--- config.mk ---
export PLATFORM = sky130hd
export DESIGN_NAME = cartridge_bank_controller_flat
export DESIGN_NICKNAME = d
export VERILOG_FILES = /design/src/cbc_pkg.sv /design/src/cbc_req_if.sv /design/src/cbc_rsp_if.sv /design/src/cartridge_bank_controller.sv /design/src/flat_wrapper.sv
export SDC_FILE = /design/constraint.sdc
export NUM_CORES = 1
export LEC_CHECK = 0
export CORE_UTILIZATION = 55
export CTS_CLUSTER_DIAMETER = 100
export DETAILED_ROUTE_END_ITERATION = 8
export DONT_BUFFER_PORTS = 1
export PLACE_DENSITY_LB_ADDON = 0.08
export SLEW_MARGIN = 20
export SYNTH_ARGS = -nofsm -noshare
export SYNTH_HDL_FRONTEND = slang
export SYNTH_SLANG_ARGS = --single-unit
export TNS_END_PERCENT = 1
--- constraint.sdc ---
create_clock -name i_clk -period 2.95 [get_ports i_clk]
set_clock_uncertainty 0.05 [all_clocks]
set_input_delay 0.295 -clock i_clk [delete_from_list [all_inputs] [get_ports i_clk]]
set_output_delay 0.295 -clock i_clk [all_outputs]
set_load 0.005 [all_outputs]
--- src/cbc_pkg.sv ---
// ----------------------------------------------------------------------------
// Cartridge bank controller package
// Shared constants, widths and types of the cartridge bank controller.
// ----------------------------------------------------------------------------
package cbc_pkg;

    localparam int MAX_ROM_BANKS_DEF = 128;
    localparam int LARGE_ROM_THRESHOLD = 18;
    localparam logic [3:0] RAM_ENABLE_KEY = 4'hA;

    localparam int ADDR_W = 16;
    localparam int DATA_W = 8;
    localparam int TARGET_W = 2;
    localparam int ROM_OFF_W = 21;
    localparam int RAM_OFF_W = 15;
    localparam int CFG_IDX_W = 2;
    localparam int CFG_DATA_W = 8;
    localparam int BANK_W = 7;
    localparam int COUNT_W = 8;
    localparam int STEP_W = 3;

    localparam logic [CFG_IDX_W-1:0] CFG_ROM_BANK_COUNT = 2'd0;
    localparam logic [CFG_IDX_W-1:0] CFG_RAM_BANK_COUNT = 2'd1;
    localparam logic [CFG_IDX_W-1:0] CFG_HAS_RAM = 2'd2;

    localparam logic [TARGET_W-1:0] TGT_NONE = 2'd0;
    localparam logic [TARGET_W-1:0] TGT_ROM = 2'd1;
    localparam logic [TARGET_W-1:0] TGT_RAM = 2'd2;

    localparam logic [1:0] REG_RAM_ENABLE = 2'd0;
    localparam logic [1:0] REG_ROM_LOW = 2'd1;
    localparam logic [1:0] REG_HIGH_RAM = 2'd2;
    localparam logic [1:0] REG_MODE = 2'd3;

    typedef enum logic [1:0] {
        S_IDLE,
        S_DIV,
        S_FIN
    } t_state;

    typedef enum logic [1:0] {
        JOB_LOW,
        JOB_HIGH,
        JOB_RAM,
        JOB_WINDOW
    } t_job;

endpackage

--- src/cbc_req_if.sv ---
// ----------------------------------------------------------------------------
// Bus access channel
// Carries one CPU bus access per transaction with a valid/ready handshake.
// ----------------------------------------------------------------------------
interface cbc_req_if;
    logic                          valid;
    logic                          ready;
    logic                          cmd;
    logic [cbc_pkg::ADDR_W-1:0]    addr;
    logic [cbc_pkg::DATA_W-1:0]    value;

    modport source (output valid, output cmd, output addr, output value, input ready);
    modport sink (input valid, input cmd, input addr, input value, output ready);
endinterface

--- src/cbc_rsp_if.sv ---
// ----------------------------------------------------------------------------
// Mapping result channel
// Carries one mapping result per transaction with a valid/ready handshake.
// ----------------------------------------------------------------------------
interface cbc_rsp_if;
    logic                            valid;
    logic                            ready;
    logic [cbc_pkg::TARGET_W-1:0]    target;
    logic [cbc_pkg::ROM_OFF_W-1:0]   rom_offset;
    logic [cbc_pkg::RAM_OFF_W-1:0]   ram_offset;
    logic                            ram_write;
    logic [cbc_pkg::DATA_W-1:0]      write_data;

    modport source (output valid, output target, output rom_offset, output ram_offset,
                    output ram_write, output write_data, input ready);
    modport sink (input valid, input target, input rom_offset, input ram_offset,
                  input ram_write, input write_data, output ready);
endinterface

--- src/cartridge_bank_controller.sv ---
// ----------------------------------------------------------------------------
// Cartridge bank controller
// Maps CPU bus accesses onto cartridge ROM and RAM offsets and keeps the
// banking registers that writes below 0x8000 program.
// ----------------------------------------------------------------------------
// An access that needs no bank reduction bypasses the remainder unit. A ROM
// bank select write, a bank-zero window read in mode 1 on a large ROM, or a
// RAM bank select write waits for the modulo by the bank count, which runs
// through one shared restoring remainder unit at one bit per cycle. A high
// bits write that updates both the ROM bank and the RAM bank uses that unit
// twice. A new transaction is accepted only while the sequencer is idle and
// the result register is empty or being drained.
module cartridge_bank_controller #(
    parameter int MAX_ROM_BANKS = cbc_pkg::MAX_ROM_BANKS_DEF
) (
    input  logic                              i_clk,
    input  logic                              i_rst_n,
    input  logic                              i_cfg_we,
    input  logic [cbc_pkg::CFG_IDX_W-1:0]     i_cfg_idx,
    input  logic [cbc_pkg::CFG_DATA_W-1:0]    i_cfg_data,
    cbc_req_if.sink                           i_req,
    cbc_rsp_if.source                         o_rsp
);

    localparam logic [cbc_pkg::COUNT_W-1:0] MaxBanks = cbc_pkg::COUNT_W'(MAX_ROM_BANKS);
    localparam logic [cbc_pkg::COUNT_W-1:0] LargeThr =
        cbc_pkg::COUNT_W'(cbc_pkg::LARGE_ROM_THRESHOLD);
    localparam logic [cbc_pkg::STEP_W-1:0] LastStep = cbc_pkg::STEP_W'(cbc_pkg::BANK_W - 1);

    cbc_pkg::t_state r_state, n_state;
    cbc_pkg::t_job   r_job, n_job;

    logic [cbc_pkg::STEP_W-1:0]    r_cnt, n_cnt;
    logic [cbc_pkg::BANK_W-1:0]    r_rem, n_rem;
    logic [cbc_pkg::BANK_W-1:0]    r_sh, n_sh;
    logic [cbc_pkg::BANK_W-1:0]    r_num, n_num;
    logic [cbc_pkg::COUNT_W-1:0]   r_dvsr, n_dvsr;
    logic [13:0]                   r_addr, n_addr;
    logic [1:0]                    r_sel, n_sel;

    logic                          r_ram_en, n_ram_en;
    logic [4:0]                    r_low, n_low;
    logic [1:0]                    r_high, n_high;
    logic [cbc_pkg::BANK_W-1:0]    r_cur_rom, n_cur_rom;
    logic                          r_mode, n_mode;
    logic [1:0]                    r_cur_ram, n_cur_ram;

    logic [cbc_pkg::COUNT_W-1:0]   r_rom_cnt, n_rom_cnt;
    logic [2:0]                    r_ram_cnt, n_ram_cnt;
    logic                          r_has_ram, n_has_ram;

    logic                          r_out_valid, n_out_valid;
    logic [cbc_pkg::TARGET_W-1:0]  r_target, n_target;
    logic [cbc_pkg::ROM_OFF_W-1:0] r_rom_off, n_rom_off;
    logic [cbc_pkg::RAM_OFF_W-1:0] r_ram_off, n_ram_off;
    logic                          r_ram_wr, n_ram_wr;
    logic [cbc_pkg::DATA_W-1:0]    r_wdata, n_wdata;

    logic [cbc_pkg::COUNT_W-1:0]   w_cnt_eff;
    logic                          w_large;
    logic                          w_in_fire;
    logic [cbc_pkg::COUNT_W-1:0]   w_trial;
    logic [cbc_pkg::BANK_W-1:0]    w_step_rem;
    logic [cbc_pkg::BANK_W-1:0]    w_mod;
    logic [4:0]                    w_lo;

    assign w_cnt_eff = (r_rom_cnt > MaxBanks) ? MaxBanks : r_rom_cnt;
    assign w_large   = w_cnt_eff > LargeThr;

    assign i_req.ready = (r_state == cbc_pkg::S_IDLE) && (!r_out_valid || o_rsp.ready);
    assign w_in_fire   = i_req.valid && i_req.ready;

    assign w_trial    = {r_rem, r_sh[cbc_pkg::BANK_W-1]};
    assign w_step_rem = (w_trial >= r_dvsr) ? cbc_pkg::BANK_W'(w_trial - r_dvsr)
                                            : cbc_pkg::BANK_W'(w_trial);
    assign w_mod      = (r_dvsr == '0) ? r_num : r_rem;
    assign w_lo       = (i_req.value[4:0] == 5'd0) ? 5'd1 : i_req.value[4:0];

    assign o_rsp.valid      = r_out_valid;
    assign o_rsp.target     = r_target;
    assign o_rsp.rom_offset = r_rom_off;
    assign o_rsp.ram_offset = r_ram_off;
    assign o_rsp.ram_write  = r_ram_wr;
    assign o_rsp.write_data = r_wdata;

    always_comb begin
        n_state     = r_state;
        n_job       = r_job;
        n_cnt       = r_cnt;
        n_rem       = r_rem;
        n_sh        = r_sh;
        n_num       = r_num;
        n_dvsr      = r_dvsr;
        n_addr      = r_addr;
        n_sel       = r_sel;
        n_ram_en    = r_ram_en;
        n_low       = r_low;
        n_high      = r_high;
        n_cur_rom   = r_cur_rom;
        n_mode      = r_mode;
        n_cur_ram   = r_cur_ram;
        n_rom_cnt   = r_rom_cnt;
        n_ram_cnt   = r_ram_cnt;
        n_has_ram   = r_has_ram;
        n_out_valid = r_out_valid && !o_rsp.ready;
        n_target    = r_target;
        n_rom_off   = r_rom_off;
        n_ram_off   = r_ram_off;
        n_ram_wr    = r_ram_wr;
        n_wdata     = r_wdata;

        if (i_cfg_we) begin
            unique case (i_cfg_idx)
                cbc_pkg::CFG_ROM_BANK_COUNT: n_rom_cnt = i_cfg_data;
                cbc_pkg::CFG_RAM_BANK_COUNT: n_ram_cnt = i_cfg_data[2:0];
                cbc_pkg::CFG_HAS_RAM:        n_has_ram = i_cfg_data[0];
                default: ;
            endcase
        end

        unique case (r_state)
            cbc_pkg::S_IDLE: begin
                if (w_in_fire) begin
                    n_addr    = i_req.addr[13:0];
                    n_sel     = i_req.value[1:0];
                    n_rem     = '0;
                    n_cnt     = '0;
                    n_target  = cbc_pkg::TGT_NONE;
                    n_rom_off = '0;
                    n_ram_off = '0;
                    n_ram_wr  = 1'b0;
                    n_wdata   = '0;
                    if (i_req.cmd && !i_req.addr[15]) begin
                        unique case (i_req.addr[14:13])
                            cbc_pkg::REG_RAM_ENABLE: begin
                                n_ram_en    = (i_req.value[3:0] == cbc_pkg::RAM_ENABLE_KEY);
                                n_out_valid = 1'b1;
                            end
                            cbc_pkg::REG_ROM_LOW: begin
                                n_low   = w_lo;
                                n_sh    = {r_high, w_lo};
                                n_num   = {r_high, w_lo};
                                n_dvsr  = w_cnt_eff;
                                n_job   = cbc_pkg::JOB_LOW;
                                n_state = cbc_pkg::S_DIV;
                            end
                            cbc_pkg::REG_HIGH_RAM: begin
                                if (w_large) begin
                                    n_high  = i_req.value[1:0];
                                    n_sh    = {i_req.value[1:0], r_low};
                                    n_num   = {i_req.value[1:0], r_low};
                                    n_dvsr  = w_cnt_eff;
                                    n_job   = cbc_pkg::JOB_HIGH;
                                    n_state = cbc_pkg::S_DIV;
                                end else if (r_mode && r_has_ram) begin
                                    n_sh    = {5'd0, i_req.value[1:0]};
                                    n_num   = {5'd0, i_req.value[1:0]};
                                    n_dvsr  = {5'd0, r_ram_cnt};
                                    n_job   = cbc_pkg::JOB_RAM;
                                    n_state = cbc_pkg::S_DIV;
                                end else begin
                                    n_out_valid = 1'b1;
                                end
                            end
                            cbc_pkg::REG_MODE: begin
                                n_mode = i_req.value[0];
                                if (w_large && !i_req.value[0]) begin
                                    n_cur_rom = {2'd0, r_low};
                                end
                                n_out_valid = 1'b1;
                            end
                            default: ;
                        endcase
                    end else if (i_req.addr[15:14] == 2'd0) begin
                        if (w_large && r_mode) begin
                            n_sh    = {r_high, 5'd0};
                            n_num   = {r_high, 5'd0};
                            n_dvsr  = w_cnt_eff;
                            n_job   = cbc_pkg::JOB_WINDOW;
                            n_state = cbc_pkg::S_DIV;
                        end else begin
                            n_target    = cbc_pkg::TGT_ROM;
                            n_rom_off   = {7'd0, i_req.addr[13:0]};
                            n_out_valid = 1'b1;
                        end
                    end else if (i_req.addr[15:14] == 2'd1) begin
                        n_target    = cbc_pkg::TGT_ROM;
                        n_rom_off   = {r_cur_rom, i_req.addr[13:0]};
                        n_out_valid = 1'b1;
                    end else begin
                        if (i_req.addr[15:13] == 3'b101 && r_has_ram && r_ram_en) begin
                            n_target  = cbc_pkg::TGT_RAM;
                            n_ram_off = {(r_mode ? r_cur_ram : 2'd0), i_req.addr[12:0]};
                            n_ram_wr  = i_req.cmd;
                            n_wdata   = i_req.cmd ? i_req.value : '0;
                        end
                        n_out_valid = 1'b1;
                    end
                end
            end
            cbc_pkg::S_DIV: begin
                n_rem = w_step_rem;
                n_sh  = {r_sh[cbc_pkg::BANK_W-2:0], 1'b0};
                if (r_cnt == LastStep) begin
                    n_state = cbc_pkg::S_FIN;
                end else begin
                    n_cnt = r_cnt + 1'b1;
                end
            end
            cbc_pkg::S_FIN: begin
                n_state = cbc_pkg::S_IDLE;
                unique case (r_job)
                    cbc_pkg::JOB_LOW: begin
                        n_cur_rom   = w_mod;
                        n_out_valid = 1'b1;
                    end
                    cbc_pkg::JOB_HIGH: begin
                        n_cur_rom = w_mod;
                        if (r_mode && r_has_ram) begin
                            n_rem   = '0;
                            n_cnt   = '0;
                            n_sh    = {5'd0, r_sel};
                            n_num   = {5'd0, r_sel};
                            n_dvsr  = {5'd0, r_ram_cnt};
                            n_job   = cbc_pkg::JOB_RAM;
                            n_state = cbc_pkg::S_DIV;
                        end else begin
                            n_out_valid = 1'b1;
                        end
                    end
                    cbc_pkg::JOB_RAM: begin
                        n_cur_ram   = w_mod[1:0];
                        n_out_valid = 1'b1;
                    end
                    cbc_pkg::JOB_WINDOW: begin
                        n_target    = cbc_pkg::TGT_ROM;
                        n_rom_off   = {w_mod, r_addr};
                        n_out_valid = 1'b1;
                    end
                    default: ;
                endcase
            end
            default: n_state = cbc_pkg::S_IDLE;
        endcase
    end

    always_ff @(posedge i_clk) begin
        if (!i_rst_n) begin
            r_state     <= cbc_pkg::S_IDLE;
            r_job       <= cbc_pkg::JOB_LOW;
            r_cnt       <= '0;
            r_ram_en    <= 1'b0;
            r_low       <= 5'd1;
            r_high      <= 2'd0;
            r_cur_rom   <= 7'd1;
            r_mode      <= 1'b0;
            r_cur_ram   <= 2'd0;
            r_rom_cnt   <= 8'd2;
            r_ram_cnt   <= 3'd1;
            r_has_ram   <= 1'b0;
            r_out_valid <= 1'b0;
        end else begin
            r_state     <= n_state;
            r_job       <= n_job;
            r_cnt       <= n_cnt;
            r_ram_en    <= n_ram_en;
            r_low       <= n_low;
            r_high      <= n_high;
            r_cur_rom   <= n_cur_rom;
            r_mode      <= n_mode;
            r_cur_ram   <= n_cur_ram;
            r_rom_cnt   <= n_rom_cnt;
            r_ram_cnt   <= n_ram_cnt;
            r_has_ram   <= n_has_ram;
            r_out_valid <= n_out_valid;
        end
    end

    always_ff @(posedge i_clk) begin
        r_rem     <= n_rem;
        r_sh      <= n_sh;
        r_num     <= n_num;
        r_dvsr    <= n_dvsr;
        r_addr    <= n_addr;
        r_sel     <= n_sel;
        r_target  <= n_target;
        r_rom_off <= n_rom_off;
        r_ram_off <= n_ram_off;
        r_ram_wr  <= n_ram_wr;
        r_wdata   <= n_wdata;
    end

endmodule
--- src/flat_wrapper.sv ---
// flat-port wrapper written by rule: the top's interface ports become plain ports
module cartridge_bank_controller_flat 
#(
    parameter int MAX_ROM_BANKS = cbc_pkg::MAX_ROM_BANKS_DEF
)
  (i_clk, i_rst_n, i_cfg_we, i_cfg_idx, i_cfg_data, i_req_valid, i_req_cmd, i_req_addr, i_req_value, i_req_ready, o_rsp_valid, o_rsp_target, o_rsp_rom_offset, o_rsp_ram_offset, o_rsp_ram_write, o_rsp_write_data, o_rsp_ready);
  cbc_req_if i_req_i ();
  cbc_rsp_if o_rsp_i ();
  input  logic i_clk;
  input  logic i_rst_n;
  input  logic i_cfg_we;
  input  logic [cbc_pkg::CFG_IDX_W-1:0] i_cfg_idx;
  input  logic [cbc_pkg::CFG_DATA_W-1:0] i_cfg_data;
  input wire logic [$bits(i_req_i.valid)-1:0] i_req_valid;
  input wire logic [$bits(i_req_i.cmd)-1:0] i_req_cmd;
  input wire logic [$bits(i_req_i.addr)-1:0] i_req_addr;
  input wire logic [$bits(i_req_i.value)-1:0] i_req_value;
  output wire logic [$bits(i_req_i.ready)-1:0] i_req_ready;
  output wire logic [$bits(o_rsp_i.valid)-1:0] o_rsp_valid;
  output wire logic [$bits(o_rsp_i.target)-1:0] o_rsp_target;
  output wire logic [$bits(o_rsp_i.rom_offset)-1:0] o_rsp_rom_offset;
  output wire logic [$bits(o_rsp_i.ram_offset)-1:0] o_rsp_ram_offset;
  output wire logic [$bits(o_rsp_i.ram_write)-1:0] o_rsp_ram_write;
  output wire logic [$bits(o_rsp_i.write_data)-1:0] o_rsp_write_data;
  input wire logic [$bits(o_rsp_i.ready)-1:0] o_rsp_ready;
  assign i_req_i.valid = i_req_valid;
  assign i_req_i.cmd = i_req_cmd;
  assign i_req_i.addr = i_req_addr;
  assign i_req_i.value = i_req_value;
  assign i_req_ready = i_req_i.ready;
  assign o_rsp_valid = o_rsp_i.valid;
  assign o_rsp_target = o_rsp_i.target;
  assign o_rsp_rom_offset = o_rsp_i.rom_offset;
  assign o_rsp_ram_offset = o_rsp_i.ram_offset;
  assign o_rsp_ram_write = o_rsp_i.ram_write;
  assign o_rsp_write_data = o_rsp_i.write_data;
  assign o_rsp_i.ready = o_rsp_ready;
  cartridge_bank_controller #(.MAX_ROM_BANKS(MAX_ROM_BANKS)) u_core (.i_clk(i_clk), .i_rst_n(i_rst_n), .i_cfg_we(i_cfg_we), .i_cfg_idx(i_cfg_idx), .i_cfg_data(i_cfg_data), .i_req(i_req_i), .o_rsp(o_rsp_i));
endmodule
Word level (Yosys, flattened, before mapping)
Cells that the tools add are included.
- add/subtract/negate cells: 2
- multipliers: 0
- divide/modulo/power cells: 0
- magnitude comparators: 3
- equal/unequal tests: 28
- shift operators: 0
- muxes and demuxes: 83
- bitwise logic cells: 3
- reduce and logical (&&, ||, !) cells: 46
- operators with widths (kind ; number):
    $mux 7 ; 18
    $mux 21 ; 5
    $mux 8 ; 8
    $mux 2 ; 21
    $pmux 21 s2 ; 1
    $pmux 7 s2 ; 3
    $pmux 7 s3 ; 2
    $pmux 8 s2 ; 2
    $reduce_and 6->1 ; 3
    $pmux 2 s2 ; 4
    $reduce_and 4->1 ; 4
    $reduce_and 8->1 ; 2
    $mux 14 ; 1
    $eq 2x2->1 const B ; 6
    $mux 3 ; 4
    $ne 2x2->1 const B ; 6
    $eq 2x1->1 const B ; 5
    $logic_not 2->1 ; 5
    $reduce_and 2->1 ; 5
    $reduce_and 5->1 ; 2
    $reduce_or 5->1 ; 2
    $logic_and 1x1->1 ; 9
    $pmux 3 s3 ; 1
    $ge 8x8->1 ; 1
    other kinds (25) ; 45
- register bits after elaboration: 130
- bits in latches: 0
- bits in writable memories: 0
- memory bits (read-only): 0
- word-level logic and storage cells: 190
- memories kept: 0

Depth between registers and ports, before layout
Gate-level depths: netlist of the first run.
- word-level depth: 9
- depth in mapped cells: 8
- depth with buffers taken out: 8

Worst setup path after synthesis of the first run
No wires, ideal clock.
- path kind: register to register
- from: reg u_core.r_state[0]
- to: reg u_core.r_rom_off, in the netlist u_core.o_rsp.rom_offset[0] (enable)
- setup time: 414 ps
- arrival time: 2451 ps
- required time: 2486 ps
- path slack: 35 ps
- cell stages (with the launch flop): 7
- buffers on the path: 3
- period minus slack after synthesis: 2915 ps
- cell sequence: dfxtp_1 -> inv_1 -> ha_1 -> clkbuf_1 -> clkbuf_1 -> buf_1 -> a22oi_1
- word-level cells in the longest chain between the ends: 5
- ends and longest elaborated chain (element ; line ; RTL):
    start: declaration ; cartridge_bank_controller.sv:30 ; cbc_pkg::t_state r_state, n_state;
    start signal: assignment ; cartridge_bank_controller.sv:249 ; r_state <= cbc_pkg::S_IDLE;
    start signal: assignment ; cartridge_bank_controller.sv:263 ; r_state <= n_state;
    $logic_not 2->1 ; cartridge_bank_controller.sv:70, cartridge_bank_controller.sv:121 ;
    $logic_and 1x1->1 ; cartridge_bank_controller.sv:70 ; assign i_req.ready = (r_state == cbc_pkg::S_IDLE) && (!r_out_valid || o_rsp.ready);
    $logic_and 1x1->1 ; cartridge_bank_controller.sv:71 ; assign w_in_fire = i_req.valid && i_req.ready;
    $ne 2x1->1 (no line) ; - ;
    $reduce_and 3->1 (no line) (*) ; - ;
    end signal: assignment ; cartridge_bank_controller.sv:287 ; r_rom_off <= n_rom_off;
    end: declaration ; cartridge_bank_controller.sv:54 ; logic [cbc_pkg::ROM_OFF_W-1:0] r_rom_off, n_rom_off;
Mark *: on every way between the ends. The rest lies on a longest branch, timed or not.
A chain may end at the register's enable or synchronous reset.

Worst setup path in the final report of the first run
- from: reg u_core.r_dvsr[0] (netlist bit)
- to: reg u_core.r_rem[5] (netlist bit) (data pin)
- word-level cells in the longest chain between the ends: 3
- ends and longest elaborated chain (element ; line ; RTL):
    start: declaration ; cartridge_bank_controller.sv:37 ; logic [cbc_pkg::COUNT_W-1:0] r_dvsr, n_dvsr;
    start signal: assignment ; cartridge_bank_controller.sv:283 ; r_dvsr <= n_dvsr;
    $sub 7x7->7 or $ge 8x8->1 (tied branches) ; cartridge_bank_controller.sv:74 ; assign w_step_rem = (w_trial >= r_dvsr) ? cbc_pkg::BANK_W'(w_trial - r_dvsr)
    $mux 7 (*) ; cartridge_bank_controller.sv:74 ;
    $pmux 7 s3 (*) ; cartridge_bank_controller.sv:121 ; unique case (r_state)
    end signal: assignment ; cartridge_bank_controller.sv:280 ; r_rem <= n_rem;
    end: declaration ; cartridge_bank_controller.sv:34 ; logic [cbc_pkg::BANK_W-1:0] r_rem, n_rem;
Marks and branches as above.

==> flow_summary.yaml, run 1 <==
clock_tree:
  h-tree-depth: 4
  clk_path_buf_depth: 2
  cts_tree: "done"
  post_cts_buffers: 0
  cts_sinks: 130
  clkLatencyLatePin_ps: 520
  cts-root-buf: "clkbuf_8"
  cts_buffers: 17
  path_clk_slew_ps: 60
die:
  dieArea_mm2: 0.01160
  die_height_um: 107.7
  io_pins: 89
  initial_core_util_pct: 56.69
  rows: 38
  coreArea_mm2: 0.01084
  chipWidth_um: 107.7
synth:
  synth_edf_count: 92
  ys_ff_latch: 130
  synthDistinctLibCells: 69
  synth_area_leaders: "edfxtp_1, dfxtp_1, mux2i_1"
  synth.largest_area_cell: "edfxtp_1"
  synth_async_sr_flop_share_pct: 0
  avgSynthCellArea_um2: 11.49
  seq_area_frac_synth_pct: 57.33
  synth_fp_nets: 594
  synth_area_mm2: 0.006146
  synthCells: 535
  yosys_warnings: 0
  yosys.area.top_type_share_pct: 44.95
  ys.flop_type: "edfxtp_1"
setup_path:
  end_kind: "register"
  path_class: "register to register"
  path_max_fanout: 9
  start_kind: "register"
  required_ps: 3260
  worstPathArrival_ps: 2720
drt:
  dr.first_iter.drc_count: 305
  viasPerCell: 5.947
  topRoutingLayerUsed: "met4"
  postRouteAntennaNets: 0
  drc: 0
  routed_wl_mm: 14.09
  wl_met3_um: 800
  wl_per_cell_um: 19.27
  drt-met1-wl_mm: 6.378
  met2_wirelength_mm: 6.755
  firstDrtPassIters: 4
  vias: 4347
placed_design:
  portBuffers: 0
  dp_hpwl_mm: 9.468
  place_congestion: 0.8525
timing:
  rsz0062_at_grt: "no"
  slew_headroom_pct: 30.11
  finalCriticalPeriod_ps: 2413
  max_freq_ghz: 0.4144
  finalSetupTns_ps: 0
  tightest_slew_ps: 1047
  holdWs_ps: 12.94
  setup_viol: 0
  hold_viol_final: 0
  report.final.slew_viol_count: 0
  finalCritPeriodShare_pct: 81.80
job:
  maxCapViolations: 0
power_and_ir_drop:
  leakagePower_uw: 0.002798
  ir_drop_mv: 0.3513
  p_per_area_mw_per_mm2: 625.1
cells_and_area:
  antenna-diode-count: 0
  final_nets: 637
  area_growth_pct: 17.30
  drive_gt1_share_pct: 12.69
grt:
  grt_pass1_wl_mm: 22.25
  grt_pass1_vias: 4261
  grt_max_degree: 30
  overflow: 0
  antenna_found_initial: 0
  grtUsageTotal_pct: 25.71
status:
  status: "finished, final reports clean"
worst_hold_path:
  hold_path_class: "input pin to register"
-- cells in the mapped netlist, drive strengths merged (4+ instances only) --
| master | count |
|---|---|
| a21oi | 23 |
| o31a | 4 |
| o21ai | 25 |
| mux2 | 5 |
| edfxtp | 92 |
| a31oi | 4 |
| a31o | 4 |
| o31ai | 7 |
| a211oi | 4 |
| nor2 | 52 |
| buf | 6 |
| and2 | 18 |
| nand2b | 5 |
| and3 | 10 |
| nand3 | 21 |
| o22ai | 5 |
| a22o | 19 |
| a22oi | 6 |
| clkbuf | 20 |
| o32ai | 5 |
| ha | 18 |
| nor3 | 5 |
| nor4 | 5 |
| dfxtp | 38 |
| nor2b | 5 |
| mux2i | 28 |
| nand2 | 31 |
| or2 | 4 |
| inv | 21 |
-- report_power, final --
part / switching, µW / internal, µW
registers: 66.0 / 2090
logic: 266 / 176
clock network: 833 / 1080
total: 1170 / 3340
-- kinds of logic (layout without fill, tap and decap cells) --
family                   after synthesis  in the layout  share of synthesized area, %
buffers and inverters                 49            105                         3.461
flip-flops                           130            130                         57.33
AND/OR/NAND/NOR                      173            173                         14.41
AO/OA/AOI/OAI                        128            128                         14.90
XOR/XNOR                               3              3                        0.4276
adder cells (fa/ha/maj)               19             19                         3.990
multiplexers                          33             33                         5.476
-- worst paths after layout --
kind	slack, ps	start	cells after the start	to
max	540	u_core.r_dvsr[0]	7	u_core.r_rem[5]
min	10	i_req_value[4]	2	u_core.r_num[4]
max reg2reg	540	u_core.r_dvsr[0]	7	u_core.r_rem[5]
min reg2reg	440	u_core.r_cur_rom[3]	2	u_core.r_cur_rom[3]
-- cell type report --
class	count	area [µm²]
clock buffer	18	427.9
clock inverter	14	118.9
fill	815	3631
inverter	23	86.33
multi-input combinational	356	2415
sequential	130	3523
tap	140	175.2
timing repair buffer	50	462.9
-- repair_timing --
item                       4_1_cts  5_1_grt
setup endpoints to repair        0        0
gates resized for setup          0        0
hold endpoints to repair        83        0
hold buffers                    35        0
-- registers in the layout (all words and copies together), names as in the netlist, 2 cells and up --
signal / cells
u_core.r_state: 2
u_core.r_low: 5
u_core.r_cur_ram: 2
u_core.r_sh: 7
u_core.r_cnt: 3
u_core.o_rsp.ram_offset: 15
u_core.o_rsp.rom_offset: 21
u_core.r_addr: 14
u_core.r_cur_rom: 7
u_core.r_sel: 2
u_core.r_ram_cnt: 3
u_core.r_high: 2
u_core.o_rsp.target: 2
u_core.r_rom_cnt: 8
u_core.r_rem: 7
u_core.o_rsp.write_data: 8
u_core.r_job: 2
u_core.r_num: 7
u_core.r_dvsr: 8
-- cells in the final DEF (no fill, tap or decap), types with 4 or more instances in the layout --
| cell type | n |
|---|---|
| a211oi_1 | 4 |
| a21oi_1 | 22 |
| a22o_1 | 19 |
| a22oi_1 | 5 |
| a31o_2 | 4 |
| a31oi_1 | 4 |
| and2_1 | 18 |
| and3_1 | 8 |
| buf_4 | 15 |
| clkbuf_16 | 16 |
| clkinv_4 | 4 |
| dfxtp_1 | 38 |
| dlygate4sd3_1 | 35 |
| edfxtp_1 | 92 |
| ha_1 | 18 |
| inv_1 | 21 |
| inv_6 | 5 |
| mux2_2 | 5 |
| mux2i_1 | 28 |
| nand2_1 | 31 |
| nand2b_1 | 4 |
| nand3_1 | 21 |
| nor2_1 | 52 |
| nor2b_1 | 5 |
| nor3_1 | 4 |
| nor4_1 | 4 |
| o21ai_0 | 25 |
| o22ai_1 | 5 |
| o31ai_1 | 6 |
| o32ai_1 | 5 |
| or2_2 | 4 |
-- stage by stage --
step                std cells  setup WS (ps)  area (µm²)  total power, µW  utilization, %
global route              731          358.6        7209             4653           66.51
detailed placement        664          562.9        6312             2575           58.23
floorplan                 535          34.84        6146             2468               -
global placement          664          647.3        6312             2566           58.23
CTS                       731          538.9        7209             4532           66.51
finish                    731          536.8        7209             4507           66.51
-- critical path, stage by stage, from the launching register on --
cell	delay, ps
edfxtp_1	420
ha_1	260
fa_1	480
nor2b_1	160
o31a_1	230
o31ai_4	150
or2_2	320
o21ai_0	170
-- routing by layer --
layer / up-vias / global-route usage (%)
met1: 2108 / 34.26
met2: 127 / 40.66
li1: 2096 / -
met5: - / 0
met3: 16 / 6.174
met4: 0 / 9.491
Note: power is estimated with default switching activity, not from simulation.
==> inputs of run 2 (changes only) <==
clock period = 2.4 ns   (was 2.95 ns; I/O delays follow)
==> run 2 against run 1 <==
- fmax up 5.0%
- worst hold slack better by 12 ps
- global-route usage up 0.33 points
- register-to-register slack worse by 430 ps
- clock power up 28%
- first-iteration DRC count up 12%
- worst setup slack worse by 430 ps
- routed wire length up 1.1%
- core utilization up 1.6 points
==> flow_summary.yaml, run 2 (synthesis results as in run 1) <==
power_and_ir_drop:
  leakagePower_uw: 0.002891
  ir_drop_mv: 0.5127
  p_per_area_mw_per_mm2: 770.0
cells_and_area:
  layout_common_cells: "edfxtp_1, nor2_1, dfxtp_1, dlygate4sd3_1, nand2_1"
  largest_reg_flops: 21
  final_nets: 649
  area_growth_pct: 20.07
  ff_latch_area_mm2: 0.003523
  multi_input_area_mm2: 0.002439
  nFillCells: 810
  drive_gt1_share_pct: 15.09
  final_common_cell: "edfxtp_1"
  finalInstanceArea_mm2: 0.007380
  antenna-diode-count: 0
setup_path:
  path_cells: "ha_2, fa_2, nor2b_2, o31a_1, o31ai_4, buf_12, or2_2, o21ai_0"
  end_kind: "register"
  required_ps: 2700
  critPathMaxStageDelay_ps: 410
  worstPathArrival_ps: 2600
  path_max_fanout: 8
  slowest_stage: "fa_2"
  start_kind: "register"
  path_class: "register to register"
timing:
  rsz0062_at_grt: "yes"
  report.final.slew_viol_count: 0
  finalCriticalPeriod_ps: 2297
  hold_viol_final: 0
  slew_headroom_pct: 42.92
  finalSetupTns_ps: 0
  tightest_slew_ps: 856.2
  setup_viol: 0
  holdWs_ps: 24.81
  max_freq_ghz: 0.4353
  layout_setup_ws_ps: 102.6
  finalCritPeriodShare_pct: 95.72
placed_design:
  place_ws_ps: 69.83
  portBuffers: 0
  place_congestion: 0.8609
  dp_hpwl_mm: 9.627
  place_area_mm2: 0.006394
drt:
  postRouteAntennaNets: 0
  routed_wl_mm: 14.25
  viasPerCell: 5.962
  drc: 0
  vias: 4430
  firstDrtPassIters: 5
  wl_per_cell_um: 19.18
  dr.first_iter.drc_count: 343
grt:
  antenna_found_initial: 0
  grtUsageTotal_pct: 26.04
  grt_pass1_vias: 4261
  grt_max_degree: 32
  overflow: 0
  grt_pass1_wl_mm: 22.45
clock_tree:
  clk_path_buf_depth: 2
  cts_buffers: 17
  h-tree-depth: 4
  path_clk_slew_ps: 60
  cts-root-buf: "clkbuf_8"
  cts_sinks: 130
  clkLatencyLatePin_ps: 520
  cts_tree: "done"
die:
  io_pins: 89
  coreArea_mm2: 0.01084
  initial_core_util_pct: 56.69
  rows: 38
  dieArea_mm2: 0.01160
  die_height_um: 107.7
  chipWidth_um: 107.7
status:
  status: "finished, final reports clean"
worst_hold_path:
  hold_path_class: "input pin to register"
job:
  maxCapViolations: 0
## run 2: cell types whose count changed in the layout (fill, tap and decap cells not counted), sizes merged
cell,delta
clkinv,-2
dlygate4sd3,+1
bufinv,+1
clkinvlp,+1
buf,+11
## run 2: where the power goes
part	internal (µW)	switching (µW)
combinational	250	338
clock	1430	1020
sequential	2560	78.6
total	4250	1440
## run 2: metal layers
metal | GRT usage (%) | share of wire (%) | wire (µm) | vias to the layer above
met3 | 6.598 | 5.6 | 802 | 10
met5 | 0 | 0 | 0 | -
met1 | 35.06 | 45 | 6386 | 2165
li1 | - | - | - | 2113
met4 | 7.828 | 1.1 | 150 | 0
met2 | 41.39 | 48 | 6909 | 142
## run 2: repair_timing
action,in CTS,in global routing
gates resized for setup,0,7
endpoints found under the hold margin,88,0
hold buffers,36,0
setup buffers,0,2
endpoints found under the setup margin,0,10
## run 2: final cells by class
| cell class | instances | area share [%] |
|---|---|---|
| clock buffers | 18 | 5.799 |
| clock inverters | 14 | 1.933 |
| inverters | 23 | 1.187 |
| multi-input cells | 356 | 33.05 |
| flip-flops and latches | 130 | 47.74 |
| well taps | 140 | 2.374 |
| repair buffers | 62 | 7.918 |
## run 2: final timing paths
path	from	endpoint	slack, ps	cells after the start
max	u_core.r_dvsr[0]	u_core.r_rem[5]	100	8
min	i_req_value[1]	u_core.r_ram_en	20	3
max reg2reg	u_core.r_dvsr[0]	u_core.r_rem[5]	100	8
min reg2reg	u_core.r_cur_rom[2]	u_core.r_cur_rom[2]	440	2
## run 2: per-stage QoR
| stage | util, % | power, µW | std cells |
|---|---|---|---|
| floorplan | - | 3033 | 535 |
| global placement | 58.98 | 3171 | 673 |
| detailed placement | 58.98 | 3186 | 673 |
| CTS | 67.57 | 5687 | 741 |
| global route | 68.07 | 5887 | 743 |
| finish | 68.07 | 5682 | 743 |
## run 2: critical path: cells and delay by family, from the launching register on
family                     cells  cell delay [ps]
buffers and inverters          1              160
DFF                            1              400
AOI/OAI and AO/OA              3              500
and+or+nand+nor                2              410
adders and majority gates      2              630
==> inputs of run 3 (changes only) <==
CORE_UTILIZATION = 60   (was 55)
==> run 3 against run 2 <==
- worst hold slack improved by 13 ps
- critical path type unchanged
- count of clock-buffer cells in the layout unchanged
- final area down 0.70%
- global-route usage rose by 1.0 points
- fmax shrank 0.71%
- sequential power is essentially flat
- die area shrank 8.2%
- non-clock buffer count is 1 lower
- highest routed layer unchanged
- via count down 0.25%
==> flow_summary.yaml, run 3 (synthesis results as in run 1) <==
die:
  io_pins: 89
  coreArea_mm2: 0.009864
  die_height_um: 103.2
  initial_core_util_pct: 62.30
  chipWidth_um: 103.2
  dieArea_mm2: 0.01065
  rows: 36
clock_tree:
  clk_path_buf_depth: 2
  cts-root-buf: "clkbuf_8"
  cts_buffers: 17
  path_clk_slew_ps: 60
  cts_sinks: 130
  h-tree-depth: 4
  cts_tree: "done"
  clkLatencyLatePin_ps: 520
drt:
  viasPerCell: 6.012
  routed_wl_mm: 13.66
  postRouteAntennaNets: 0
  wl_per_cell_um: 18.59
  dr.first_iter.drc_count: 332
  vias: 4419
  firstDrtPassIters: 6
  drc: 0
timing:
  hold_viol_final: 0
  finalCriticalPeriod_ps: 2314
  finalSetupTns_ps: 0
  finalCritPeriodShare_pct: 96.41
  setup_viol: 0
  holdWs_ps: 38.23
  max_freq_ghz: 0.4322
  tightest_slew_ps: 760.2
  slew_headroom_pct: 49.32
  report.final.slew_viol_count: 0
  layout_setup_ws_ps: 86.19
placed_design:
  dp_hpwl_mm: 9.011
  place_congestion: 0.8860
  place_area_mm2: 0.006347
  portBuffers: 0
  place_ws_ps: 3.652
cells_and_area:
  area_growth_pct: 19.24
  largest_reg_flops: 21
  final_nets: 648
  final_common_cell: "edfxtp_1"
  nFillCells: 694
  layout_common_cells: "edfxtp_1, nor2_1, dfxtp_1, dlygate4sd3_1, nand2_1"
  drive_gt1_share_pct: 14.31
  finalInstanceArea_mm2: 0.007328
power_and_ir_drop:
  p_per_area_mw_per_mm2: 761.9
  leakagePower_uw: 0.002857
  ir_drop_mv: 0.4425
  totalPowerFinal_uw: 5583
worst_hold_path:
  holdPathStages: 3
  min-delay-start: "i_req_value[3]"
  min_to: "u_core.r_ram_en"
  hold_path_class: "input pin to register"
setup_path:
  worstPathArrival_ps: 2630
  start_kind: "register"
  reg2reg_to: "u_core.r_rem[5]"
  path_max_fanout: 8
  crit_path_start: "u_core.r_dvsr[0]"
  critPathMaxStageDelay_ps: 410
  r2r_setup_slack_ps: 90
  r2r_cells: 8
  r2r-start: "u_core.r_dvsr[0]"
  slowest_stage: "edfxtp_1"
  end_kind: "register"
  path_cells: "ha_2, fa_2, nor2b_1, o31a_1, o31ai_4, buf_12, or2_2, o21ai_0"
  required_ps: 2710
  path_class: "register to register"
grt:
  grtUsageTotal_pct: 27.08
  grt_pass1_wl_mm: 21.31
  overflow: 0
  antenna_found_initial: 0
  grt_pass1_vias: 4311
  grt_max_degree: 27
status:
  status: "finished, final reports clean"
job:
  maxCapViolations: 0
==> run 3: repair_timing <==
action                     CTS  global route
buffers inserted             0             5
setup endpoints to repair    0            11
hold buffers                37             0
hold endpoints to repair    90             0
resized for setup            0             5
==> run 3: worst max path at each step <==
stage / endpoint / cells past startpoint
after global placement: u_core.r_rem[5] / 7
after floorplan: u_core.o_rsp.rom_offset[0] / 6
after CTS: u_core.r_rem[6] / 7
final: u_core.r_rem[5] / 8
after global routing: u_core.r_rem[2] / 9
after detailed placement: u_core.r_rem[6] / 7
==> run 3: stage by stage <==
stage / util, % / instances
after floorplan: - / 535
after global placement: 64.35 / 661
after detailed placement: 64.35 / 661
after CTS: 73.67 / 729
after global routing: 74.26 / 734
final: 74.29 / 735
==> run 3: report_power, final <==
group          switching, µW  total (µW)  leakage (µW)  internal, µW
registers               79.4        2640       0.00122          2560
logic                    333         579       0.00138           246
clock network            976        2360      0.000264          1390
total                   1390        5580       0.00286          4190
==> run 3: area by class of cell <==
class | count | area, µm² | share of cell area [%]
antenna | 1 | 2.502 | 0.03415
clock buffer | 18 | 417.9 | 5.703
clock inverter | 13 | 131.4 | 1.793
tap | 133 | 166.4 | 2.271
timing repair buffer | 61 | 575.6 | 7.854
multi-input combinational | 356 | 2424 | 33.07
sequential | 130 | 3523 | 48.08
inverter | 23 | 87.58 | 1.195
==> run 3: per-layer routing <==
layer  wire length (µm)  vias up  global-route usage (%)
met2               6654      177                   43.38
met1               5953     2117                   35.52
met3                925       12                   7.124
met5                  0        -                       0
met4                130        0                   10.40
li1                   -     2113                       -
==> run 3: worst max-delay path, delay by kind of cell, from the launching register on <==
kind	cells	cell delay [ps]
flops	1	410
compound gates	3	480
fa+ha+maj	2	630
simple gates	2	440
buf+inv	1	150
